$ cat src/hw/rtl/dac_pkg.sv
`timescale 1ns / 1ps

package dac_pkg;

  localparam int MEMORY_WORDS = 100;
  localparam int WORD_LO = -9999;
  localparam int WORD_HI = 9999;

  localparam int DataW = 16;
  localparam int WordW = 15;
  localparam int MagW  = 14;
  localparam int CntW  = 7;
  localparam int OpW   = 8;
  localparam int StatW = 3;

  typedef enum logic [1:0] {
    CMD_LOAD    = 2'd0,
    CMD_STEP    = 2'd1,
    CMD_RESTART = 2'd2
  } cmd_e;

  typedef enum logic [StatW-1:0] {
    ST_OK          = 3'd0,
    ST_HALTED      = 3'd1,
    ST_OVERFLOW    = 3'd2,
    ST_DIV_ZERO    = 3'd3,
    ST_BAD_OPCODE  = 3'd4,
    ST_REJECTED    = 3'd5,
    ST_BEYOND      = 3'd6,
    ST_NOT_RUNNING = 3'd7
  } status_e;

  typedef enum logic [1:0] {
    RUN_RUNNING = 2'd0,
    RUN_HALTED  = 2'd1,
    RUN_FAULTED = 2'd2
  } run_e;

  localparam logic signed [OpW-1:0] OP_READ     = 8'sd10;
  localparam logic signed [OpW-1:0] OP_WRITE    = 8'sd11;
  localparam logic signed [OpW-1:0] OP_LOAD     = 8'sd20;
  localparam logic signed [OpW-1:0] OP_STORE    = 8'sd21;
  localparam logic signed [OpW-1:0] OP_ADD      = 8'sd30;
  localparam logic signed [OpW-1:0] OP_SUBTRACT = 8'sd31;
  localparam logic signed [OpW-1:0] OP_DIVIDE   = 8'sd32;
  localparam logic signed [OpW-1:0] OP_MULTIPLY = 8'sd33;
  localparam logic signed [OpW-1:0] OP_BRANCH   = 8'sd40;
  localparam logic signed [OpW-1:0] OP_BRANCHNEG  = 8'sd41;
  localparam logic signed [OpW-1:0] OP_BRANCHZERO = 8'sd42;
  localparam logic signed [OpW-1:0] OP_HALT     = 8'sd43;

  typedef enum logic [3:0] {
    S_IDLE,
    S_DISPATCH,
    S_FETCH,
    S_SPLIT1,
    S_SPLIT2,
    S_OPERAND,
    S_EXEC,
    S_MUL,
    S_DIV,
    S_DIVFIN,
    S_DONE
  } state_e;

  typedef struct packed {
    logic capture;
    logic dispatch;
    logic rd_fetch;
    logic fetch;
    logic split1;
    logic split2;
    logic rd_opnd;
    logic exec;
    logic div_step;
    logic div_fin;
    logic mul_fin;
    logic ld_out;
  } dac_cmd_t;

  typedef struct packed {
    logic step_go;
    logic mul_go;
    logic div_go;
    logic div_last;
  } dac_stat_t;

endpackage

$ cat src/hw/rtl/decimal_accumulator_cpu.sv
`timescale 1ns / 1ps

// Channel  Handshake              Payload
// in       in_valid_i/in_ready_o  cmd_i, data_value_i
// out      out_valid_o/out_ready_i status_o, write_*_o, accumulator_value_o,
//                                 counter_value_o, instruction_word_o, opcode_o,
//                                 operand_address_o, read_used_o
//
// One item at a time. Load, restart, rejected items and steps that fetch nothing go from
// dispatch straight to the result; an executed instruction passes fetch, a split by 100
// (SPLIT1, SPLIT2), operand read and execute (two memory reads), multiply finishes in S_MUL
// and divide runs a 14-step restoring divider; a zero divisor skips the divider.
// Reset clears the accumulator, counters, run state and the memory valid bits.
// A new item transfers while the previous result waits; the next result holds
// in the controller until the output register is taken.

module decimal_accumulator_cpu #(
  parameter int MemWords = dac_pkg::MEMORY_WORDS
) (
  input  logic                              clk_i,
  input  logic                              rst_ni,
  input  logic                              in_valid_i,
  output logic                              in_ready_o,
  input  logic [1:0]                        cmd_i,
  input  logic signed [dac_pkg::DataW-1:0]  data_value_i,
  output logic                              out_valid_o,
  input  logic                              out_ready_i,
  output logic [dac_pkg::StatW-1:0]         status_o,
  output logic                              write_valid_o,
  output logic [dac_pkg::CntW-1:0]          write_address_o,
  output logic signed [dac_pkg::WordW-1:0]  write_value_o,
  output logic signed [dac_pkg::WordW-1:0]  accumulator_value_o,
  output logic [dac_pkg::CntW-1:0]          counter_value_o,
  output logic signed [dac_pkg::WordW-1:0]  instruction_word_o,
  output logic signed [dac_pkg::OpW-1:0]    opcode_o,
  output logic signed [dac_pkg::OpW-1:0]    operand_address_o,
  output logic                              read_used_o
);
  import dac_pkg::*;

  dac_cmd_t  cmd;
  dac_stat_t stat;

  dac_ctrl u_ctrl (
    .clk_i       (clk_i),
    .rst_ni      (rst_ni),
    .in_valid_i  (in_valid_i),
    .in_ready_o  (in_ready_o),
    .out_valid_o (out_valid_o),
    .out_ready_i (out_ready_i),
    .stat_i      (stat),
    .cmd_o       (cmd)
  );

  dac_dp #(
    .MemWords (MemWords)
  ) u_dp (
    .clk_i               (clk_i),
    .rst_ni              (rst_ni),
    .cmd_i               (cmd),
    .stat_o              (stat),
    .cmd_in_i            (cmd_i),
    .data_i              (data_value_i),
    .status_o            (status_o),
    .write_valid_o       (write_valid_o),
    .write_address_o     (write_address_o),
    .write_value_o       (write_value_o),
    .accumulator_value_o (accumulator_value_o),
    .counter_value_o     (counter_value_o),
    .instruction_word_o  (instruction_word_o),
    .opcode_o            (opcode_o),
    .operand_address_o   (operand_address_o),
    .read_used_o         (read_used_o)
  );

endmodule

$ cat src/hw/rtl/dac_ctrl.sv
`timescale 1ns / 1ps

module dac_ctrl (
  input  logic               clk_i,
  input  logic               rst_ni,
  input  logic               in_valid_i,
  output logic               in_ready_o,
  output logic               out_valid_o,
  input  logic               out_ready_i,
  input  dac_pkg::dac_stat_t stat_i,
  output dac_pkg::dac_cmd_t  cmd_o
);
  import dac_pkg::*;

  state_e state_q, state_d;
  logic   out_valid_q, out_valid_d;

  always_ff @(posedge clk_i or negedge rst_ni) begin
    if (!rst_ni) begin
      state_q     <= S_IDLE;
      out_valid_q <= 1'b0;
    end else begin
      state_q     <= state_d;
      out_valid_q <= out_valid_d;
    end
  end

  always_comb begin
    cmd_o       = '0;
    state_d     = state_q;
    out_valid_d = out_valid_q & ~out_ready_i;
    in_ready_o  = (state_q == S_IDLE);
    case (state_q)
      S_IDLE: begin
        if (in_valid_i) begin
          cmd_o.capture = 1'b1;
          state_d       = S_DISPATCH;
        end
      end
      S_DISPATCH: begin
        if (stat_i.step_go) begin
          cmd_o.rd_fetch = 1'b1;
          state_d        = S_FETCH;
        end else begin
          cmd_o.dispatch = 1'b1;
          state_d        = S_DONE;
        end
      end
      S_FETCH: begin
        cmd_o.fetch = 1'b1;
        state_d     = S_SPLIT1;
      end
      S_SPLIT1: begin
        cmd_o.split1 = 1'b1;
        state_d      = S_SPLIT2;
      end
      S_SPLIT2: begin
        cmd_o.split2 = 1'b1;
        state_d      = S_OPERAND;
      end
      S_OPERAND: begin
        cmd_o.rd_opnd = 1'b1;
        state_d       = S_EXEC;
      end
      S_EXEC: begin
        cmd_o.exec = 1'b1;
        if (stat_i.mul_go) begin
          state_d = S_MUL;
        end else if (stat_i.div_go) begin
          state_d = S_DIV;
        end else begin
          state_d = S_DONE;
        end
      end
      S_MUL: begin
        cmd_o.mul_fin = 1'b1;
        state_d       = S_DONE;
      end
      S_DIV: begin
        cmd_o.div_step = 1'b1;
        if (stat_i.div_last) begin
          state_d = S_DIVFIN;
        end
      end
      S_DIVFIN: begin
        cmd_o.div_fin = 1'b1;
        state_d       = S_DONE;
      end
      S_DONE: begin
        // hold the result until the output register is free
        if (!out_valid_q || out_ready_i) begin
          cmd_o.ld_out = 1'b1;
          out_valid_d  = 1'b1;
          state_d      = S_IDLE;
        end
      end
      default: begin
        state_d = S_IDLE;
      end
    endcase
  end

  assign out_valid_o = out_valid_q;

endmodule

$ cat src/hw/rtl/dac_dp.sv
`timescale 1ns / 1ps

module dac_dp #(
  parameter int MemWords = dac_pkg::MEMORY_WORDS
) (
  input  logic                              clk_i,
  input  logic                              rst_ni,
  input  dac_pkg::dac_cmd_t                 cmd_i,
  output dac_pkg::dac_stat_t                stat_o,
  input  logic [1:0]                        cmd_in_i,
  input  logic signed [dac_pkg::DataW-1:0]  data_i,
  output logic [dac_pkg::StatW-1:0]         status_o,
  output logic                              write_valid_o,
  output logic [dac_pkg::CntW-1:0]          write_address_o,
  output logic signed [dac_pkg::WordW-1:0]  write_value_o,
  output logic signed [dac_pkg::WordW-1:0]  accumulator_value_o,
  output logic [dac_pkg::CntW-1:0]          counter_value_o,
  output logic signed [dac_pkg::WordW-1:0]  instruction_word_o,
  output logic signed [dac_pkg::OpW-1:0]    opcode_o,
  output logic signed [dac_pkg::OpW-1:0]    operand_address_o,
  output logic                              read_used_o
);
  import dac_pkg::*;

  localparam int AddrW    = $clog2(MemWords);
  localparam int ProdW    = 27;
  localparam int RecipSh  = 19;
  localparam int DivCntW  = $clog2(MagW);
  localparam int MulW     = 2 * WordW;

  localparam logic [12:0] Recip100 = 13'd5243;
  localparam logic [MagW-1:0] Hundred = 14'd100;
  localparam logic [CntW-1:0] MemTop = CntW'(MemWords);

  localparam logic signed [DataW-1:0] DataMin = DataW'(WORD_LO);
  localparam logic signed [DataW-1:0] DataMax = DataW'(WORD_HI);
  localparam logic signed [MulW-1:0]  MulMin  = MulW'(WORD_LO);
  localparam logic signed [MulW-1:0]  MulMax  = MulW'(WORD_HI);

  // Word memory with per-entry valid bits; an unwritten entry reads as zero.
  logic [WordW-1:0] mem [MemWords];
  logic [MemWords-1:0] vld_q;
  logic             mem_we;
  logic [AddrW-1:0] mem_wa;
  logic [WordW-1:0] mem_wd;
  logic             rd_en;
  logic [AddrW-1:0] rd_a;
  logic [WordW-1:0] rdata_q;
  logic             rvld_q;

  logic [1:0]              cmd_q, cmd_d;
  logic signed [DataW-1:0] data_q, data_d;
  logic signed [WordW-1:0] acc_q, acc_d;
  logic [CntW-1:0]         ic_q, ic_d;
  logic [CntW-1:0]         lp_q, lp_d;
  run_e                    run_q, run_d;

  logic signed [WordW-1:0] word_q, word_d;
  logic [ProdW-1:0]        prod_q, prod_d;
  logic signed [OpW-1:0]   opc_q, opc_d;
  logic signed [OpW-1:0]   adr_q, adr_d;
  status_e                 st_q, st_d;
  logic                    wv_q, wv_d;
  logic signed [WordW-1:0] wval_q, wval_d;
  logic                    ru_q, ru_d;

  logic signed [MulW-1:0]  mul_q, mul_d;
  logic [MagW-1:0]         dvs_q, dvs_d;
  logic [MagW-1:0]         dquo_q, dquo_d;
  logic [MagW-1:0]         drem_q, drem_d;
  logic [DivCntW-1:0]      dcnt_q, dcnt_d;
  logic                    dneg_q, dneg_d;

  logic signed [WordW-1:0] mv;
  logic signed [WordW-1:0] mv_neg, acc_neg, word_neg;
  logic [MagW-1:0]         mv_mag, acc_mag, w_mag;
  logic signed [DataW-1:0] acc_x, mv_x, sum, diff;
  logic                    data_ok;
  logic [6:0]              qm;
  logic [MagW-1:0]         rm_full;
  logic [MagW:0]           div_shl;
  logic [MagW+1:0]         div_diff;
  logic                    div_ge;
  logic signed [WordW-1:0] div_res;

  assign mv       = rvld_q ? $signed(rdata_q) : '0;
  assign mv_neg   = -mv;
  assign acc_neg  = -acc_q;
  assign word_neg = -word_q;
  assign mv_mag   = mv[WordW-1] ? mv_neg[MagW-1:0] : mv[MagW-1:0];
  assign acc_mag  = acc_q[WordW-1] ? acc_neg[MagW-1:0] : acc_q[MagW-1:0];
  assign w_mag    = word_q[WordW-1] ? word_neg[MagW-1:0] : word_q[MagW-1:0];
  assign acc_x    = DataW'(acc_q);
  assign mv_x     = DataW'(mv);
  assign sum      = acc_x + mv_x;
  assign diff     = acc_x - mv_x;
  assign data_ok  = (data_q >= DataMin) && (data_q <= DataMax);

  // opcode and operand: multiply by a scaled reciprocal of 100, then fix up
  assign qm      = prod_q[RecipSh+6:RecipSh];
  assign rm_full = w_mag - MagW'(qm) * Hundred;

  assign div_shl  = {drem_q, dquo_q[MagW-1]};
  assign div_diff = {1'b0, div_shl} - {2'b00, dvs_q};
  assign div_ge   = ~div_diff[MagW+1];
  assign div_res  = dneg_q ? -$signed({1'b0, dquo_q}) : $signed({1'b0, dquo_q});

  assign stat_o.step_go  = (cmd_q == CMD_STEP) && (run_q == RUN_RUNNING) && (ic_q < MemTop);
  assign stat_o.mul_go   = !adr_q[OpW-1] && (opc_q == OP_MULTIPLY);
  assign stat_o.div_go   = !adr_q[OpW-1] && (opc_q == OP_DIVIDE) && (mv != '0);
  assign stat_o.div_last = (dcnt_q == '0);

  assign rd_en = cmd_i.rd_fetch | (cmd_i.rd_opnd & ~adr_q[OpW-1]);
  assign rd_a  = cmd_i.rd_fetch ? ic_q[AddrW-1:0] : adr_q[AddrW-1:0];

  always_ff @(posedge clk_i) begin
    if (mem_we) begin
      mem[mem_wa] <= mem_wd;
    end
    if (rd_en) begin
      rdata_q <= mem[rd_a];
    end
  end

  always_ff @(posedge clk_i or negedge rst_ni) begin
    if (!rst_ni) begin
      vld_q  <= '0;
      rvld_q <= 1'b0;
      acc_q  <= '0;
      ic_q   <= '0;
      lp_q   <= '0;
      run_q  <= RUN_RUNNING;
    end else begin
      if (mem_we) begin
        vld_q[mem_wa] <= 1'b1;
      end
      if (rd_en) begin
        rvld_q <= vld_q[rd_a];
      end
      acc_q <= acc_d;
      ic_q  <= ic_d;
      lp_q  <= lp_d;
      run_q <= run_d;
    end
  end

  always_ff @(posedge clk_i) begin
    cmd_q  <= cmd_d;
    data_q <= data_d;
    word_q <= word_d;
    prod_q <= prod_d;
    opc_q  <= opc_d;
    adr_q  <= adr_d;
    st_q   <= st_d;
    wv_q   <= wv_d;
    wval_q <= wval_d;
    ru_q   <= ru_d;
    mul_q  <= mul_d;
    dvs_q  <= dvs_d;
    dquo_q <= dquo_d;
    drem_q <= drem_d;
    dcnt_q <= dcnt_d;
    dneg_q <= dneg_d;
  end

  always_comb begin
    cmd_d  = cmd_q;
    data_d = data_q;
    acc_d  = acc_q;
    ic_d   = ic_q;
    lp_d   = lp_q;
    run_d  = run_q;
    word_d = word_q;
    prod_d = prod_q;
    opc_d  = opc_q;
    adr_d  = adr_q;
    st_d   = st_q;
    wv_d   = wv_q;
    wval_d = wval_q;
    ru_d   = ru_q;
    mul_d  = mul_q;
    dvs_d  = dvs_q;
    dquo_d = dquo_q;
    drem_d = drem_q;
    dcnt_d = dcnt_q;
    dneg_d = dneg_q;
    mem_we = 1'b0;
    mem_wa = lp_q[AddrW-1:0];
    mem_wd = data_q[WordW-1:0];

    if (cmd_i.capture) begin
      cmd_d  = cmd_in_i;
      data_d = data_i;
      word_d = '0;
      opc_d  = '0;
      adr_d  = '0;
      st_d   = ST_OK;
      wv_d   = 1'b0;
      wval_d = '0;
      ru_d   = 1'b0;
    end

    if (cmd_i.dispatch) begin
      case (cmd_q)
        CMD_LOAD: begin
          if (!data_ok) begin
            st_d = ST_REJECTED;
          end else if (lp_q >= MemTop) begin
            st_d = ST_BEYOND;
          end else begin
            mem_we = 1'b1;
            lp_d   = lp_q + 1'b1;
          end
        end
        CMD_STEP: begin
          // only steps that cannot fetch get here
          if (run_q != RUN_RUNNING) begin
            st_d = ST_NOT_RUNNING;
          end else begin
            st_d  = ST_BEYOND;
            run_d = RUN_FAULTED;
          end
        end
        CMD_RESTART: begin
          acc_d = '0;
          ic_d  = '0;
          lp_d  = '0;
          run_d = RUN_RUNNING;
        end
        default: begin
          st_d = ST_REJECTED;
        end
      endcase
    end

    if (cmd_i.fetch) begin
      word_d = mv;
    end

    if (cmd_i.split1) begin
      prod_d = ProdW'(w_mag) * ProdW'(Recip100);
    end

    if (cmd_i.split2) begin
      opc_d = word_q[WordW-1] ? -$signed({1'b0, qm}) : $signed({1'b0, qm});
      adr_d = word_q[WordW-1] ? -$signed({1'b0, rm_full[6:0]})
                              : $signed({1'b0, rm_full[6:0]});
    end

    if (cmd_i.exec) begin
      if (adr_q[OpW-1]) begin
        st_d  = ST_BAD_OPCODE;
        run_d = RUN_FAULTED;
      end else begin
        case (opc_q)
          OP_READ: begin
            if (!data_ok) begin
              st_d = ST_REJECTED;
            end else begin
              mem_we = 1'b1;
              mem_wa = adr_q[AddrW-1:0];
              ru_d   = 1'b1;
              ic_d   = ic_q + 1'b1;
            end
          end
          OP_WRITE: begin
            wv_d   = 1'b1;
            wval_d = mv;
            ic_d   = ic_q + 1'b1;
          end
          OP_LOAD: begin
            acc_d = mv;
            ic_d  = ic_q + 1'b1;
          end
          OP_STORE: begin
            mem_we = 1'b1;
            mem_wa = adr_q[AddrW-1:0];
            mem_wd = acc_q;
            ic_d   = ic_q + 1'b1;
          end
          OP_ADD: begin
            if ((sum < DataMin) || (sum > DataMax)) begin
              st_d  = ST_OVERFLOW;
              run_d = RUN_FAULTED;
            end else begin
              acc_d = sum[WordW-1:0];
              ic_d  = ic_q + 1'b1;
            end
          end
          OP_SUBTRACT: begin
            if ((diff < DataMin) || (diff > DataMax)) begin
              st_d  = ST_OVERFLOW;
              run_d = RUN_FAULTED;
            end else begin
              acc_d = diff[WordW-1:0];
              ic_d  = ic_q + 1'b1;
            end
          end
          OP_DIVIDE: begin
            if (mv == '0) begin
              st_d  = ST_DIV_ZERO;
              run_d = RUN_FAULTED;
            end else begin
              dvs_d  = mv_mag;
              dquo_d = acc_mag;
              drem_d = '0;
              dcnt_d = DivCntW'(MagW - 1);
              dneg_d = acc_q[WordW-1] ^ mv[WordW-1];
            end
          end
          OP_MULTIPLY: begin
            mul_d = MulW'(acc_q) * MulW'(mv);
          end
          OP_BRANCH: begin
            ic_d = adr_q[CntW-1:0];
          end
          OP_BRANCHNEG: begin
            ic_d = (acc_q < 0) ? adr_q[CntW-1:0] : ic_q + 1'b1;
          end
          OP_BRANCHZERO: begin
            ic_d = (acc_q == '0) ? adr_q[CntW-1:0] : ic_q + 1'b1;
          end
          OP_HALT: begin
            st_d  = ST_HALTED;
            run_d = RUN_HALTED;
          end
          default: begin
            st_d  = ST_BAD_OPCODE;
            run_d = RUN_FAULTED;
          end
        endcase
      end
    end

    // restoring divide on magnitudes, one quotient bit per cycle
    if (cmd_i.div_step) begin
      drem_d = div_ge ? div_diff[MagW-1:0] : div_shl[MagW-1:0];
      dquo_d = {dquo_q[MagW-2:0], div_ge};
      dcnt_d = dcnt_q - 1'b1;
    end

    if (cmd_i.div_fin) begin
      acc_d = div_res;
      ic_d  = ic_q + 1'b1;
    end

    if (cmd_i.mul_fin) begin
      if ((mul_q < MulMin) || (mul_q > MulMax)) begin
        st_d  = ST_OVERFLOW;
        run_d = RUN_FAULTED;
      end else begin
        acc_d = mul_q[WordW-1:0];
        ic_d  = ic_q + 1'b1;
      end
    end
  end

  // output register
  always_ff @(posedge clk_i) begin
    if (cmd_i.ld_out) begin
      status_o            <= st_q;
      write_valid_o       <= wv_q;
      write_address_o     <= wv_q ? adr_q[CntW-1:0] : '0;
      write_value_o       <= wval_q;
      accumulator_value_o <= acc_q;
      counter_value_o     <= ic_q;
      instruction_word_o  <= word_q;
      opcode_o            <= opc_q;
      operand_address_o   <= adr_q;
      read_used_o         <= ru_q;
    end
  end

endmodule
$ cat config.mk
export PLATFORM = sky130hd
export DESIGN_NAME = decimal_accumulator_cpu
export DESIGN_NICKNAME = d
export VERILOG_FILES = /design/src/hw/rtl/dac_pkg.sv /design/src/hw/rtl/decimal_accumulator_cpu.sv /design/src/hw/rtl/dac_ctrl.sv /design/src/hw/rtl/dac_dp.sv
export SDC_FILE = /design/constraint.sdc
export NUM_CORES = 2
export LEC_CHECK = 0
export BUFFER_PORTS_ARGS = -buffer_cell sky130_fd_sc_hd__buf_2
export CAP_MARGIN = 40
export CORE_ASPECT_RATIO = 2
export CORE_MARGIN = 4
export CORE_UTILIZATION = 47
export DETAILED_ROUTE_END_ITERATION = 7
export GPL_ROUTABILITY_DRIVEN = 0
export PLACE_DENSITY = 0.63
export SYNTH_ARGS = -nofsm -noshare
export SYNTH_HDL_FRONTEND = slang
export SYNTH_SLANG_ARGS = --single-unit
$ cat constraint.sdc
create_clock -name clk_i -period 6.7 [get_ports clk_i]
set_input_delay 0 -clock clk_i [delete_from_list [all_inputs] [get_ports clk_i]]
set_output_delay 0 -clock clk_i [all_outputs]
set_load 0.1 [all_outputs]
After elaboration in Yosys (flattened, before gate mapping)
Memories as Yosys holds them, arrays and structs flattened. A register that Yosys moved wholly into a read port is not among the register bits. Cells that the tools add are included. W data, S select, Z words.

Memories: 1. Output and inout bits: 82. Input port bits: 22. Bits in read-only memories: 0. Latch bits: 0. RAM bits: 1500. Register bits after elaboration: 389. Logic and storage cells: 281.

Memory list: u_dp.mem (words 100, width 15, rd ports 1, clocked after memory_dff 1, write ports 1, RTL line dac_dp.sv:41) `logic [WordW-1:0] mem [MemWords];`.

Order comparisons: 14. Divide/modulo/power cells: 0. Reduce and logical (&&, ||, !) cells: 35. Mux-type cells: 139. $mul: 3. Shift operators: 0. Eq/ne operators: 33. Bitwise logic cells: 9. Add/sub/neg operators: 13.

Operator list (count): $mux W15 (20); $mux W14 (14); $mux W7 (18); $or A100 B100 Y100 (1); $pmux W7 S7 (1); $eq A8 B6 Y1 const B (6); $pmux W15 S3 (1); $neg A14 Y14 (3); $mux W4 (10); $mux W8 (5); $pmux W4 S10 (1); $mux W1 (37); $mux W3 (12); $eq A8 B5 Y1 const B (4); $gt A16 B15 Y1 const B (2); $lt A16 B15 Y1 const B (2); $gt A30 B15 Y1 const B (1); $logic_not A15 Y1 (2); $lt A30 B15 Y1 const B (1); $mul A15 B15 Y30 (1); $pmux W7 S2 (2); $mul A14 B13 Y26 const B (1); $mux W2 (11); $pmux W3 S6 (1); other kinds (49) (89).

Logic depth before layout (Yosys ltp)
Word-level depth: 13. Gate-level depth with buffers: 29.

Cells and area by module
From an unflattened synthesis, not the netlist that was laid out.

Cell total of the unflattened synthesis: 6063. Area, all modules: 90261.6 um^2.

By module, submodules not included: dac_dp (seq. area each 55593.3 um^2, area each 89871.2 um^2, times used 1, cells an instance 6017); dac_ctrl (seq. area each 125.1 um^2, area each 390.4 um^2, times used 1, cells an instance 46).

Worst setup path before layout
OpenSTA, ideal clock, no wires.

Path kind: register to register. Start point: register u_dp.rvld_q. End point: register u_dp.mul_q[29], data pin. Buffers on the path: 3. Stages on the path, launching flop included: 25. Path slack: -0.169 ns. Setup time: 0.260 ns. Arrival: 6.609 ns. Cell sequence: dfrtp_1 clkbuf_1 clkbuf_1 and2_1 clkbuf_1 nand2_1 fa_1 fa_1 inv_1 fa_1 inv_1 fa_1 inv_1 fa_1 inv_1 fa_1 inv_1 ha_1 o41a_1 a41oi_1 o21ai_0 a211o_1 a31o_2 a21oi_1 xnor2_1.

Longest elaborated chain between the ends: 2.

Ends and longest elaborated chain: from (decl) (RTL line dac_dp.sv:49) `logic rvld_q;`; from (signal assigned) (RTL line dac_dp.sv:138) `rvld_q <= vld_q[rd_a];`; $mux W15 (RTL line dac_dp.sv:86) `assign mv = rvld_q ? $signed(rdata_q) : '0;`; net u_dp.mv[0] (RTL line dac_dp.sv:74) `logic signed [WordW-1:0] mv;`; $mul A15 B15 Y30 (RTL line dac_dp.sv:312) `mul_d = MulW'(acc_q) * MulW'(mv);`; to (signal assigned) (RTL line dac_dp.sv:158) `mul_q <= mul_d;`; to (decl) (RTL line dac_dp.sv:67) `logic signed [MulW-1:0] mul_q, mul_d;`.

The timed path passes the listed nets, and every way through them passes these cells. A chain may end at the register's enable or synchronous reset.

Worst setup path after layout
Start point: register u_dp.acc_q[0]. End point: register u_dp.mul_q[29], data pin.

Longest elaborated chain between the ends: 1.

Ends and longest elaborated chain: from (decl) (RTL line dac_dp.sv:53) `logic signed [WordW-1:0] acc_q, acc_d;`; from (signal assigned) (RTL line dac_dp.sv:129) `acc_q <= '0;`; from (signal assigned) (RTL line dac_dp.sv:140) `acc_q <= acc_d;`; $mul A15 B15 Y30 (RTL line dac_dp.sv:312).

Every way passes these cells.

==> metrics.json <==
{
  "multi_input_comb_area_sq_um": 31700,
  "synthArstFlopShare": 0.0727,
  "synth_area_per_inst_sq_um": 15.0,
  "route.detailed.wl_per_inst_microns": 28.6,
  "worst_slew_margin_rel": 0.339,
  "worstHoldStart": "out_ready_i",
  "syn_to_final_growth_pct": 13.7,
  "path_clk_slew_ns": 0.07,
  "synthesized_instance_count": 5994,
  "cts_made_buffers": 170,
  "layout.nets": 6973,
  "drt_pre_antenna_iters": 6,
  "drt_wl_total_mm": 259,
  "endpoint": "u_dp.mul_q[29]",
  "min_period_over_period": 0.977,
  "timing.clock.skew_ns": 0.0806,
  "route.detailed.vias_per_inst": 5.96,
  "regArea_sq_um": 55700,
  "synth-warning-count": 0,
  "dr_total_vias": 54100,
  "die_area_sq_um": 199000,
  "final_hold_viol_count": 0,
  "cts.sinks": 1885,
  "final_critical_path_setup_slack_ns": 0.157,
  "final_cell_count_no_fill": 9081,
  "starting_density": 0.472,
  "drt_drc_violations_left": 0,
  "core_region_area_sq_um": 191000,
  "dpl_worst_slack_ns": -0.148,
  "crit_arrival_ns": 7.05,
  "critPathLaunchType": "flip-flop",
  "cts_max_level": 4,
  "yosys.cell_types.count": 104,
  "timing_worst_slew_pin_value_ns": 0.990,
  "yosysSeqAreaShare": 0.619,
  "worstHoldPathType": "in -> reg",
  "maxCapViolations": 0,
  "first_global_vias": 57200,
  "synth_fp_nets": 6545,
  "final_design_area_no_fill_sq_um": 102000,
  "worst_setup_path_end_kind": "flip-flop",
  "rr_endpoint": "u_dp.mul_q[29]",
  "status": "finished, final reports clean",
  "fillCellCount": 15500,
  "placed_area_sq_um": 96200,
  "pin_count": 104,
  "die_x_microns": 317,
  "dp.cells": 8718,
  "place.port_buffers": 103,
  "critical_path_required_ns": 7.21,
  "r2r_slack_ns": 0.16,
  "antenna_violating_nets_post_route": 0,
  "fmax_mhz": 153,
  "synth_top_flop_cell": "sky130_fd_sc_hd__edfxtp_1",
  "layout-drive-gt1-share": 0.219,
  "netlist_area_sq_um": 90000,
  "path_max_fanout": 8,
  "cts-root-to-sink-buffers": 4,
  "final_common_cell": "sky130_fd_sc_hd__edfxtp_1",
  "antenna_found_initial": 12,
  "grt_pass1_wl_mm": 382,
  "criticalPathCategory": "reg -> reg",
  "worstRegToRegCells": 19,
  "critPathLaunch": "u_dp.acc_q[0]",
  "detail_route.iter0.violations": 4511,
  "hpwl_mm": 179,
  "synth-edff-count": 1728,
  "tritoncts": "done",
  "global_route.overflow_total": 0,
  "rows": 227,
  "mostFrequentLayoutCells": "sky130_fd_sc_hd__edfxtp_1 (1,728), sky130_fd_sc_hd__nand2_1 (655), sky130_fd_sc_hd__inv_1 (452)",
  "clock_insertion_delay_worst_skew_ns": 0.84,
  "synth.ff_latch_count": 1885,
  "final-max-slew-violation-count": 0,
  "die_height_microns": 627,
  "cts_root_buf": "sky130_fd_sc_hd__clkbuf_16",
  "grt.total_usage": 0.260,
  "reg2reg_from": "u_dp.acc_q[0]",
  "timing.final.setup_violations": 0,
  "final_period_minus_worst_setup_slack_ns": 6.54,
  "finalCoreUtilization": 0.536,
  "largest_net_degree_at_the_start_of_global_routing": 101
}
==> worst max-delay path: stages (launching register included) <==
cell and delay, ns:
sky130_fd_sc_hd__dfrtp_1 0.58, sky130_fd_sc_hd__clkinvlp_4 0.48, sky130_fd_sc_hd__nand2_1 0.24, sky130_fd_sc_hd__fa_1 0.46, sky130_fd_sc_hd__fa_1 0.57, sky130_fd_sc_hd__inv_2 0.05, sky130_fd_sc_hd__fa_1 0.55, sky130_fd_sc_hd__fa_2 0.49
sky130_fd_sc_hd__fa_1 0.58, sky130_fd_sc_hd__fa_1 0.43, sky130_fd_sc_hd__ha_1 0.33, sky130_fd_sc_hd__a21o_1 0.19, sky130_fd_sc_hd__a21o_1 0.18, sky130_fd_sc_hd__a21oi_2 0.13, sky130_fd_sc_hd__o21ai_1 0.08, sky130_fd_sc_hd__buf_4 0.16
sky130_fd_sc_hd__a211o_1 0.26, sky130_fd_sc_hd__a31o_2 0.26, sky130_fd_sc_hd__a21oi_2 0.14, sky130_fd_sc_hd__xnor2_1 0.07
==> per-stage QoR <==
step,hold WS (ns),setup TNS (ns)
after floorplan,-0.296,0
after global placement,-0.0189,-0.316
after detailed placement,-0.0128,-0.449
after CTS,0.0697,0
after global routing,0.179,-0.162
final,0.128,0
==> cell usage after synthesis (9+ instances only) <==
master | number | area (sq um)
sky130_fd_sc_hd__a211oi_1 | 9 | 67.6
sky130_fd_sc_hd__a21o_1 | 28 | 210
sky130_fd_sc_hd__a21oi_1 | 88 | 440
sky130_fd_sc_hd__a311oi_1 | 38 | 333
sky130_fd_sc_hd__a31oi_1 | 70 | 438
sky130_fd_sc_hd__and2_1 | 31 | 194
sky130_fd_sc_hd__and3_1 | 85 | 532
sky130_fd_sc_hd__buf_1 | 20 | 75.1
sky130_fd_sc_hd__buf_2 | 84 | 420
sky130_fd_sc_hd__buf_4 | 37 | 278
sky130_fd_sc_hd__buf_6 | 12 | 135
sky130_fd_sc_hd__clkbuf_1 | 145 | 544
sky130_fd_sc_hd__clkinv_1 | 12 | 45.0
sky130_fd_sc_hd__dfrtp_1 | 137 | 3430
sky130_fd_sc_hd__dfxtp_1 | 20 | 400
sky130_fd_sc_hd__edfxtp_1 | 1728 | 51900
sky130_fd_sc_hd__fa_1 | 288 | 5770
sky130_fd_sc_hd__ha_1 | 241 | 3020
sky130_fd_sc_hd__inv_1 | 456 | 1710
sky130_fd_sc_hd__mux2i_1 | 17 | 170
sky130_fd_sc_hd__mux4_2 | 400 | 9010
sky130_fd_sc_hd__nand2_1 | 661 | 2480
sky130_fd_sc_hd__nand2b_1 | 32 | 200
sky130_fd_sc_hd__nand3_1 | 227 | 1140
sky130_fd_sc_hd__nand4_1 | 17 | 106
sky130_fd_sc_hd__nor2_1 | 277 | 1040
sky130_fd_sc_hd__nor2b_1 | 25 | 156
sky130_fd_sc_hd__nor3_1 | 87 | 435
sky130_fd_sc_hd__nor4_1 | 20 | 125
sky130_fd_sc_hd__o211ai_1 | 17 | 128
sky130_fd_sc_hd__o21a_1 | 9 | 67.6
sky130_fd_sc_hd__o21ai_0 | 151 | 756
sky130_fd_sc_hd__o22ai_1 | 31 | 194
sky130_fd_sc_hd__o31ai_1 | 27 | 203
sky130_fd_sc_hd__or2_1 | 29 | 181
sky130_fd_sc_hd__or2_2 | 103 | 644
sky130_fd_sc_hd__or3_1 | 13 | 81.3
sky130_fd_sc_hd__or4_1 | 11 | 82.6
sky130_fd_sc_hd__xnor2_1 | 88 | 771
sky130_fd_sc_hd__xor2_1 | 48 | 420
==> registers in the layout, indices dropped and copies added (netlist names), 14 cells and up <==
signal,flops
u_dp.acc_q,15
u_dp.mul_q,30
u_dp.data_q,16
u_dp.dvs_q,14
u_dp.drem_q,14
u_dp.word_q,15
u_dp.instruction_word_o,15
u_dp.wval_q,15
u_dp.mem,1500
u_dp.rdata_q,15
u_dp.accumulator_value_o,15
u_dp.dquo_q,14
u_dp.vld_q,100
u_dp.write_value_o,15
==> layout make-up <==
| class | count | area share |
|---|---|---|
| antenna | 9 | 0.000220 |
| timing repair buffer | 560 | 0.0442 |
| clock buffer | 224 | 0.0462 |
| multi-input combinational | 3337 | 0.309 |
| inverter | 468 | 0.0172 |
| sequential | 1885 | 0.544 |
| tap | 2519 | 0.0308 |
| clock inverter | 79 | 0.00776 |
==> metal layers <==
metal,wire (microns),part of all wire,vias up,track usage
li1,-,-,23100,-
met2,135000,0.52,2394,0.467
met4,23500,0.091,10,0.193
met3,16000,0.062,879,0.0374
met5,71,0.00027,-,0
met1,84500,0.33,27800,0.278
==> logic make-up after synthesis <==
family	after synthesis	share of synthesized area
buffers and inverters	772	0.0368
XOR/XNOR	136	0.0132
AND/OR/NAND/NOR	1650	0.0851
adder cells (fa/ha/maj)	529	0.0975
AO/OA/AOI/OAI	596	0.0452
flip-flops	1885	0.619
multiplexers	426	0.103
==> how the worst min path moves through the flow <==
stage                              end  slack [ns]  cells past startpoint
floorplan           u_ctrl.out_valid_o       -0.30                      0
global placement         u_dp.acc_q[4]       -0.02                      1
detailed placement       u_dp.acc_q[4]       -0.01                      1
CTS                 u_ctrl.out_valid_o        0.07                      5
global route        u_ctrl.out_valid_o        0.18                      5
finish              u_ctrl.out_valid_o        0.13                      5
==> repair_timing <==
item | in CTS | in global routing
endpoints found under the setup margin | 6 | 14
resized for setup | 3 | 45
hold buffers | 41 | 0
buffers inserted | 0 | 7
pin swaps | 0 | 15
endpoints found under the hold margin | 156 | 0
Power is not shown: default switching activity piles up to over one toggle a cycle in this logic, so the estimate is an artifact.
